$ cat config.mk
export PLATFORM = sky130hd
export DESIGN_NAME = gcis_div
export DESIGN_NICKNAME = d
export VERILOG_FILES = /design/src/sv/gcis_pkg.sv /design/src/sv/gcis_div.sv
export SDC_FILE = /design/constraint.sdc
export NUM_CORES = 1
export LEC_CHECK = 0
export ABC_AREA = 1
export BUFFER_PORTS_ARGS = -buffer_cell sky130_fd_sc_hd__clkbuf_2
export CAP_MARGIN = 20
export CORE_MARGIN = 2
export CORE_UTILIZATION = 59
export CTS_BUF_LIST = sky130_fd_sc_hd__clkbuf_4 sky130_fd_sc_hd__clkbuf_8
export CTS_CLUSTER_SIZE = 16
export DETAILED_ROUTE_END_ITERATION = 10
export PLACE_DENSITY = 0.84
export SYNTH_ARGS = -nofsm -noshare
export SYNTH_HDL_FRONTEND = slang
export SYNTH_SLANG_ARGS = --single-unit
$ cat constraint.sdc
create_clock -name aclk -period 4.7 [get_ports aclk]
set_input_delay 0.235 -clock aclk [delete_from_list [all_inputs] [get_ports aclk]]
set_output_delay 0.235 -clock aclk [all_outputs]
set_load 0.1 [all_outputs]
$ cat src/sv/gcis_pkg.sv
// ----------------------------------------------------------------------------
// gcis_pkg
// Shared types and constants for the genotype call and INFO score block.
// ----------------------------------------------------------------------------
package gcis_pkg;

    // Call codes
    localparam logic [7:0] CODE_MISSING = 8'd3;
    localparam logic [7:0] CODE_HOM     = 8'd4;
    localparam logic [7:0] CODE_HET     = 8'd5;
    localparam logic [7:0] CODE_ALT     = 8'd6;

    // Item kinds carried on the input tuser bit
    localparam logic ACT_SAMPLE = 1'b0;
    localparam logic ACT_TABLE  = 1'b1;

    // Accumulator limits
    localparam logic [25:0]        ASUM_MAX = 26'h3FF_FFFF;
    localparam logic [16:0]        CNT_MAX  = 17'h1_FFFF;
    localparam logic signed [39:0] VSUM_MAX = 40'sh7F_FFFF_FFFF;
    localparam logic signed [39:0] VSUM_MIN = 40'sh80_0000_0000;

    // Result limits
    localparam logic signed [44:0] INFO_MAX = 45'sd8388607;
    localparam logic signed [44:0] INFO_MIN = -45'sd8388608;
    localparam logic signed [44:0] Q16_ONE  = 45'sd65536;
    localparam logic [16:0]        FREQ_MAX = 17'd65536;

    // Divider widths and step counts
    localparam int DIV_DW = 52;
    localparam int DIV_QW = 42;
    localparam logic [5:0] FREQ_STEPS = 6'd17;
    localparam logic [5:0] INFO_STEPS = 6'd42;

    typedef enum logic [3:0] {
        ST_IDLE,
        ST_LOOK,
        ST_ACC,
        ST_PREP1,
        ST_PREP2,
        ST_DIVF,
        ST_ICHK,
        ST_DIVI,
        ST_FIN,
        ST_OUT
    } gcis_state_t;

    typedef struct packed {
        logic       start;
        logic [5:0] steps;
    } div_cmd_t;

    typedef struct packed {
        logic busy;
        logic done;
    } div_stat_t;

endpackage

$ cat src/sv/gcis_div.sv
// ----------------------------------------------------------------------------
// gcis_div
// Restoring divider, one quotient bit per cycle. The high part of the
// numerator must be below the divisor; the low part is shifted in MSB first.
// ----------------------------------------------------------------------------
module gcis_div
    import gcis_pkg::*;
(
    input  logic              aclk,
    input  logic              aresetn,
    input  div_cmd_t          cmd,
    input  logic [DIV_DW-1:0] num_hi,
    input  logic [DIV_QW-1:0] num_lo,
    input  logic [DIV_DW-1:0] den,
    output div_stat_t         stat,
    output logic [DIV_QW-1:0] quot
);

    logic [DIV_DW-1:0] rem_reg, rem_next;
    logic [DIV_QW-1:0] lo_reg, lo_next;
    logic [DIV_QW-1:0] quot_reg, quot_next;
    logic [DIV_DW-1:0] den_reg, den_next;
    logic [5:0]        cnt_reg, cnt_next;
    logic              busy_reg, busy_next;
    logic              done_reg, done_next;
    logic [DIV_DW:0]   trial;
    logic              fits;

    // One trial subtraction per step
    always_comb begin
        trial = {rem_reg, lo_reg[DIV_QW-1]};
        fits  = trial >= {1'b0, den_reg};
    end

    always_comb begin
        rem_next  = rem_reg;
        lo_next   = lo_reg;
        quot_next = quot_reg;
        den_next  = den_reg;
        cnt_next  = cnt_reg;
        busy_next = busy_reg;
        done_next = 1'b0;
        if (cmd.start) begin
            rem_next  = num_hi;
            lo_next   = num_lo;
            quot_next = '0;
            den_next  = den;
            cnt_next  = cmd.steps;
            busy_next = 1'b1;
        end else if (busy_reg) begin
            rem_next  = fits ? DIV_DW'(trial - {1'b0, den_reg}) : trial[DIV_DW-1:0];
            lo_next   = {lo_reg[DIV_QW-2:0], 1'b0};
            quot_next = {quot_reg[DIV_QW-2:0], fits};
            cnt_next  = cnt_reg - 6'd1;
            if (cnt_reg == 6'd1) begin
                busy_next = 1'b0;
                done_next = 1'b1;
            end
        end
    end

    always_ff @(posedge aclk) begin
        if (!aresetn) begin
            busy_reg <= 1'b0;
            done_reg <= 1'b0;
            cnt_reg  <= '0;
        end else begin
            busy_reg <= busy_next;
            done_reg <= done_next;
            cnt_reg  <= cnt_next;
        end
        rem_reg  <= rem_next;
        lo_reg   <= lo_next;
        quot_reg <= quot_next;
        den_reg  <= den_next;
    end

    assign stat.busy = busy_reg;
    assign stat.done = done_reg;
    assign quot      = quot_reg;

endmodule

# Yosys cells after proc, flatten, opt, wreduce, memory -nomap -nowiden
# Cells that the tools add are included.
# op_classes
bitwise_logic,2
mux,11
n_mul,0
div,0
n_eq_ne,1
n_reduce_logical,2
shift,0
add_sub_neg,2
n_lt_le_gt_ge,1
# ops
op,n
52-bit two-way mux,3
42-bit two-way mux,2
53-bit by 52-bit >= comparator with 1-bit output,1
52-bit subtractor,1
6-bit two-way mux,2
"6-bit by 1-bit equality test with 1-bit output, second input constant",1
"6-bit by 1-bit subtractor with 6-bit output, second input constant",1
1-bit two-way mux,4
3-bit OR reduction,1
1-bit NOT,2
2-bit nonzero test,1
# totals
latch_bits,0
out_inout_bits,44
reg_bits,196
elab_cells,26
mem_bits_rw,0
mem_bits_ro,0
inputBits,155
n_memories,0

# Logic depth before layout (Yosys ltp)
# Gate-level depths: netlist of the first run.
# logic_depth
depth_word,4
depth_mapped,17
depth_no_buf,16

# Least setup slack after synthesis of the first run
# OpenSTA, ideal clock, no wires.
# synth_path
path_kind,register -> register
startpoint,reg busy_reg
endpoint,"reg lo_reg[0], enable pin"
path_buffers,1
required_time_ps,4205
slack_ps,869
synth_period_minus_slack_ps,3831
setup_time_ps,495
path_stages_with_launch,4
t_arrival_ps,3336
path_cell_list,dfxtp_1 -> nor2_1 -> clkinv_1 -> clkbuf_1
# synth_via
elab_chain_len,1
# synth_lines
item,line,rtl
from (decl),gcis_div.sv:24,"logic busy_reg, busy_next;"
from (signal assigned),gcis_div.sv:68,busy_reg <= busy_next;
2-bit nonzero test (no source line),--,
to (signal assigned),gcis_div.sv:73,lo_reg <= lo_next;
to (decl),gcis_div.sv:20,"logic [DIV_QW-1:0] lo_reg, lo_next;"
# Every way passes these cells.
# A chain may end at the register's enable or synchronous reset.

# Worst setup path after layout of the first run
# layout_path
startpoint,reg rem_reg[33]
endpoint,"reg rem_reg[44], data pin"
# layout_via
elab_chain_len,4
word_cells_on_any_way,5
classes_between,add/sub (1); order compare (1); mux (3)
# layout_lines
item,line,rtl
from (decl),gcis_div.sv:19,"logic [DIV_DW-1:0] rem_reg, rem_next;"
from (signal assigned),gcis_div.sv:72,rem_reg <= rem_next;
52-bit subtractor / 53-bit by 52-bit >= comparator with 1-bit output (equally long branches),"gcis_div.sv:51, gcis_div.sv:32",
52-bit two-way mux *,gcis_div.sv:51,"rem_next = fits ? DIV_DW'(trial - {1'b0, den_reg}) : trial[DIV_DW-1:0];"
52-bit two-way mux *,gcis_div.sv:50,end else if (busy_reg) begin
52-bit two-way mux *,gcis_div.sv:43,if (cmd.start) begin
named net rem_next[44],gcis_div.sv:19,
# The timed path passes the listed nets; every way through them passes the cells marked *. The select of a mux whose other input is x is not followed.

==> reports/results.tsv, run 1 <==
metric	value	unit
hold_path_depth	3	
drtAntennaViolNets	0	
p_per_area	385	mW/mm²
grt_use_total	31.8	%
vias_per_cell	5.15	
critPathMaxFanout	36	
cts_buffer_depth	2	
r2r_start	rem_reg[33]	
fin_setup_tns	0	ns
clock_skew	0.0300	ns
multi_input_area	0.00581	mm²
rsz0062_at_grt	false	
regArea	0.00539	mm²
cts_root_buf	clkbuf_8	
vias	12600	
synthTopCellsByArea	edfxtp_1 33%, nand2_1 21%, inv_1 12%	
rr_endpoint	rem_reg[44]	
post-synth-top-area-cell	edfxtp_1	
n_antenna_cell	0	
worstHoldPathType	primary input to flop	
port_buffers	198	
min_from	num_hi[11]	
wl_met1	16.3	mm
p_leak	8.29	nW
remaining_drc_errors	0	
max_slew_margin	41.4	%
wl_met3	2.35	mm
crit_arrival	3.29	ns
cp-start-kind	flop	
synth_ff_type	edfxtp_1	
dp_hpwl	27.8	mm
yosysMostFrequentCell	nand2_1	
finalPower	5.91	mW
synth_cell_type_count	37	
syn_area	0.0131	mm²
ys_top_cells_by_count	732 x nand2_1, 434 x inv_1, 146 x edfxtp_1	
synth-seq-cells	196	
antenna_found_initial	0	
hold_viol	0	
first_global_vias	12200	
drt-initial-drc-count	1033	
io_pins	199	
endpoint_kind	flop	
dr_wl_met2	17.8	mm
first_pass_iters	5	
synth_top_area_share	33.5	%
ff2ff_setup_slack	1.64	ns
worstHoldEndpoint	rem_reg[11]	
outcome	finished clean	
fmax	326	MHz
synth_nets	2122	
core.rowCount	54	
cts_buffers	17	
fp.dieH	153	µm
die_x	153	µm
critical_path_required	4.93	ns
clk_latency	0.49	ns
grt_pass1_wl	60.1	mm
drv_cap	0	
reg2reg_depth	13	
wl_per_cell	15.2	µm
worstSetupPathType	flop to flop	
cts.htree.levels	4	
gr-total-overflow	0	
clkTransAtPathRegs	0.14	ns
setup-violations-final	0	
syn_area_per_cell	6.85	µm²
syn_to_final_growth	17.2	%
syn_inst	1912	
core_region_area	0.0218	mm²
fin_crit	3.06	ns
cts_tree	yes	
fin_nets	2361	
ir_worst_vdd	219	µV
drv_slew	0	
place.gp.congestion	1.02	
fillerInstances	1822	
fin_crit_sh	65.2	%
async_flop_share	0	%
worst_pin_slew	0.880	ns
yosysWarningCount	0	
final_layout_size_suffix_gt1_share	11.8	%
top_layer_used	met4	
synth_edf_count	146	
start_util	60.0	%
cts_sinks	196	
synth_seq_area_share	41.1	%
wirelength	37.2	mm
die-area	0.0234	mm²
cts_post_setup_buffers_inserted	0	
grt_max_degree	86	
critical path: stages (launching register included):
cell	delay (ns)
edfxtp_1	0.43
ha_1	0.38
nand2_1	0.13
nor2_1	0.16
inv_1	0.13
nor2_1	0.19
nand2_1	0.16
inv_1	0.11
nand3_2	0.11
nand3_4	0.24
buf_4	0.40
nand3_1	0.13
nand3_1	0.10
nand2_1	0.09
metrics by stage:
stage	cell area (µm²)	cells	utilization, %	setup slack [ns]	hold slack (ns)
finish	15400	2444	70.3	1.64	0.0170
global route	15400	2444	70.3	1.40	0.0127
detailed placement	14300	2348	65.4	1.73	0.414
global placement	14300	2348	65.4	1.76	0.411
CTS	15400	2444	70.3	1.67	0.00150
floorplan	13100	1912	-	0.869	0.333
metal layers:
layer | vias to the layer above | GRT usage [%]
met3 | 58 | 5.05
met2 | 437 | 54.4
met1 | 5724 | 42.3
met5 | - | 0
li1 | 6379 | -
met4 | 0 | 8.64
area by class of cell:
cell class,instances,share of cell area (%)
inverters,440,10.8
repair buffers,272,11.1
flip-flops and latches,196,35.1
clock buffers,17,1.52
multi-input cells,1224,37.9
clock inverters,15,1.34
well taps,280,2.28
power by group:
part	internal, mW	total (mW)	switching (mW)
registers	2.10	2.19	0.0882
logic	0.849	2.48	1.63
clock network	0.468	1.24	0.771
cell usage in the layout (no fill, tap or decap), types with 2 or more instances in the layout:
cell type and count:
edfxtp_1 146, nand3_1 135, dlygate4sd3_1 64, xor2_1 2, o22ai_1 41, nor2_1 98, and2_1 7, and3_1 2
a21oi_1 30, o21bai_1 2, nand3b_1 3, inv_2 5, dfxtp_1 50, clkbuf_2 197, nor3_1 4, nand4_1 62
clkinv_8 5, a31oi_1 3, inv_8 5, nand2_1 732, ha_1 54, clkbuf_8 17, inv_1 434, nor4_1 2
o21ai_0 11, xnor2_1 23, nor2_2 3, buf_4 11
worst max path at each step:
| stage | startpoint | end | slack [ns] | cells past startpoint |
|---|---|---|---|---|
| final | rem_reg[33] | rem_reg[44] | 1.64 | 13 |
| after global routing | rem_reg[27] | rem_reg[44] | 1.40 | 13 |
| after CTS | rem_reg[30] | rem_reg[44] | 1.67 | 13 |
| after detailed placement | rem_reg[27] | rem_reg[39] | 1.73 | 13 |
| after global placement | rem_reg[20] | rem_reg[2] | 1.76 | 13 |
| after floorplan | busy_reg | lo_reg[0] | 0.87 | 3 |
cells by family after synthesis:
family / after synthesis / synth area share (%)
adders and majority gates: 55 / 5.31
and+or+nand+nor: 1054 / 33.4
buffers and inverters: 492 / 14.5
AOI/OAI and AO/OA: 90 / 4.03
xor gates and xnor gates: 25 / 1.67
DFF: 196 / 41.1
timing repair:
| action | in CTS | in global routing |
|---|---|---|
| hold buffers | 64 | 0 |
| endpoints found under the hold margin | 65 | 0 |
| resized for setup | 0 | 0 |
Power figures use the tool's default switching activity.
==> run 2: changes to the inputs <==
--- a/config.mk
+++ b/config.mk
@@ -9,11 +9,11 @@
 export BUFFER_PORTS_ARGS = -buffer_cell sky130_fd_sc_hd__clkbuf_2
 export CAP_MARGIN = 20
 export CORE_MARGIN = 2
-export CORE_UTILIZATION = 59
+export CORE_UTILIZATION = 54
 export CTS_BUF_LIST = sky130_fd_sc_hd__clkbuf_4 sky130_fd_sc_hd__clkbuf_8
 export CTS_CLUSTER_SIZE = 16
 export DETAILED_ROUTE_END_ITERATION = 10
-export PLACE_DENSITY = 0.84
+export PLACE_DENSITY = 0.81
 export SYNTH_ARGS = -nofsm -noshare
 export SYNTH_HDL_FRONTEND = slang
 export SYNTH_SLANG_ARGS = --single-unit
==> constraint.sdc (replaced) <==
create_clock -name aclk -period 2.8 [get_ports aclk]
set_input_delay 0.14 -clock aclk [delete_from_list [all_inputs] [get_ports aclk]]
set_output_delay 0.14 -clock aclk [all_outputs]
set_load 0.1 [all_outputs]
==> run 2 against run 1 <==
Final cell count grew 5.6%. Via count grew 5.6%. Register-to-register slack worse by 1.6 ns. Largest power group unchanged. Final area is 7.5% higher.
==> reports/results.tsv, run 2 (same netlist as run 1, synthesis figures left out) <==
metric	value	unit	change
fin_crit_sh	97.0	%	was 65.2%
grt_use_total	33.0	%	was 31.8%
clock_skew	0.0260	ns	was 0.0300 ns
antenna_found_initial	0		unchanged
worstPathCellList	ha_1, nand2_1, nor2_1, and2_1, nand3b_1, nand3_1, nand2_1, nand3_1, nand3_1, nand3_1, nand2_1		was ha_1, nand2_1, nor2_1, inv_1, nor2_1, nand2_1, inv_1, nand3_2, nand3_4, buf_4, nand3_1, nand3_1, nand2_1
endpoint_kind	flop		unchanged
start_util	55.5	%	was 60.0%
core_region_area	0.0236	mm²	was 0.0218 mm²
reg2reg_depth	11		was 13
place.gp.congestion	1.00		was 1.02
n_antenna_cell	0		unchanged
grt_pass1_wl	67.1	mm	was 60.1 mm
dp_cells	2397		was 2348
placed_area	0.0145	mm²	was 0.0143 mm²
fp.dieH	160	µm	was 153 µm
ir_worst_vdd	289	µV	was 219 µV
cts_buffers	17		unchanged
regArea	0.00539	mm²	unchanged
stdcell_count	2582		was 2444
fillerInstances	1962		was 1822
vias_per_cell	5.15		about the same
setup-violations-final	0		unchanged
hold_viol	0		unchanged
rsz0062_at_grt	true		was false
port_buffers	198		unchanged
drtAntennaViolNets	0		unchanged
multi_input_area	0.00590	mm²	was 0.00581 mm²
core.rowCount	56		was 54
clk_latency	0.51	ns	was 0.49 ns
clkTransAtPathRegs	0.12	ns	was 0.14 ns
cts_buffer_depth	2		unchanged
dp_slack	0.0865	ns	was 1.73 ns
worst_pin_slew	1.04	ns	was 0.880 ns
fin_setup_tns	0	ns	unchanged
critical_path_required	3.05	ns	was 4.93 ns
worstHoldEndpoint	den_reg[48]		was rem_reg[11]
finish.instance_area	0.0165	mm²	was 0.0154 mm²
max_stage_delay	0.44	ns	was 0.43 ns
gr-total-overflow	0		unchanged
cts_sinks	196		unchanged
p_leak	8.73	nW	was 8.29 nW
first_global_vias	13300		was 12.2k
outcome	finished clean		unchanged
r2r_start	rem_reg[14]		was rem_reg[33]
die_x	160	µm	was 153 µm
layout_commonest_cell	nand2_1		unchanged
max_slew_margin	30.5	%	was 41.4%
critPathMaxFanout	4		was 36
first_pass_iters	8		was 5
p_per_area	617	mW/mm²	was 385 mW/mm²
wirelength	42.3	mm	was 37.2 mm
drt-initial-drc-count	1277		was 1033
fin_nets	2460		was 2361
io_pins	199		unchanged
crit_slowest_cell	edfxtp_1		unchanged
final_layout_size_suffix_gt1_share	12.7	%	was 11.8%
cts_tree	yes		unchanged
worst_slack	0.0830	ns	was 1.64 ns
crit_arrival	2.96	ns	was 3.29 ns
critPathMostFrequentCell	nand3_1		was nand2_1
crit_family	simple AND/OR/NAND/NOR gates		unchanged
syn_to_final_growth	26.1	%	was 17.2%
crit_buf_inv	0		was 3
rr_endpoint	rem_reg[36]		was rem_reg[44]
cts_root_buf	clkbuf_8		unchanged
fin_crit	2.72	ns	was 3.06 ns
ff2ff_setup_slack	0.08	ns	was 1.64 ns
die-area	0.0255	mm²	was 0.0234 mm²
drv_cap	0		unchanged
cts.htree.levels	4		unchanged
grt_max_degree	96		was 86
final_cell_mix	728 x nand2_1, 434 x inv_1, 197 x clkbuf_2		was 732 x nand2_1, 434 x inv_1, 197 x clkbuf_2
vias	13300		was 12.6k
worstSetupPathType	flop to flop		unchanged
dp_hpwl	29.2	mm	was 27.8 mm
min_from	cmd[6]		was num_hi[11]
finalPower	10.2	mW	was 5.91 mW
hold_path_depth	1		was 3
drv_slew	0		unchanged
fmax	368	MHz	was 326 MHz
worstHoldPathType	primary input to flop		unchanged
cp-start-kind	flop		unchanged
remaining_drc_errors	0		unchanged
wl_per_cell	16.4	µm	was 15.2 µm
==> run 2: cell count changes in the layout (fill, tap and decap cells not counted), moves of 2 or more <==
cell / before / now
nor2_1: 98 / 89
inv_12: 1 / 3
dlygate4sd3_1: 64 / 153
ha_1: 54 / 50
nand2_1: 732 / 728
clkinv_8: 5 / 3
nand2_2: 1 / 5
nor2_2: 3 / 12
ha_4: 0 / 2
ha_2: 0 / 2
buf_4: 11 / 14
nand3_2: 1 / 4
buf_12: 0 / 6
nand3_1: 135 / 132
==> run 2: worst max-delay path by stage <==
| stage | startpoint | to | depth (start not counted) |
|---|---|---|---|
| floorplan | busy_reg | lo_reg[0] | 3 |
| global placement | rem_reg[40] | rem_reg[41] | 13 |
| detailed placement | rem_reg[40] | rem_reg[41] | 13 |
| CTS | rem_reg[40] | rem_reg[41] | 13 |
| global route | rem_reg[40] | rem_reg[41] | 13 |
| finish | rem_reg[14] | rem_reg[36] | 11 |
==> run 2: through the flow <==
stage / hold slack, ns / util, %
finish: 0.0189 / 69.9
global route: 0.00851 / 69.9
CTS: 0.0107 / 69.5
detailed placement: 0.319 / 61.3
global placement: 0.316 / 61.3
floorplan: 0.238 / -
==> run 2: layout make-up <==
| class | instances | share of cell area, % |
|---|---|---|
| Clock buffer | 18 | 1.46 |
| Clock inverter | 14 | 1.06 |
| Inverter | 440 | 10.0 |
| Multi-Input combinational cell | 1224 | 35.7 |
| Sequential cell | 196 | 32.6 |
| Tap cell | 319 | 2.42 |
| Timing Repair Buffer | 371 | 16.7 |
==> run 2: worst register-to-register path: cells and delay by family (launching register included) <==
kind | cells | cell delay [ns]
flip-flops | 1 | 0.44
AND/OR/NAND/NOR | 10 | 1.64
adder cells (fa/ha/maj) | 1 | 0.37
==> run 2: report_power, final <==
| group | total (mW) | switching, mW | internal, mW | leakage, nW |
|---|---|---|---|---|
| Clock | 2.03 | 1.32 | 0.714 | 0.211 |
| Sequential | 3.69 | 0.164 | 3.53 | 1.88 |
| Combinational | 4.47 | 2.86 | 1.61 | 6.65 |
==> run 2: what timing repair did <==
action	CTS	global route
hold buffers	153	0
setup buffers	0	0
resized for setup	0	23
setup endpoints to repair	0	42
endpoints found under the hold margin	154	0
==> run 2: per-layer routing <==
metal / global-route usage (%) / vias up / part of all wire, %
li1: - / 6581 / -
met3: 5.40 / 91 / 7.1
met4: 11.9 / 0 / 3.1
met5: 0 / - / 0
met1: 41.4 / 6051 / 42
met2: 57.5 / 583 / 48
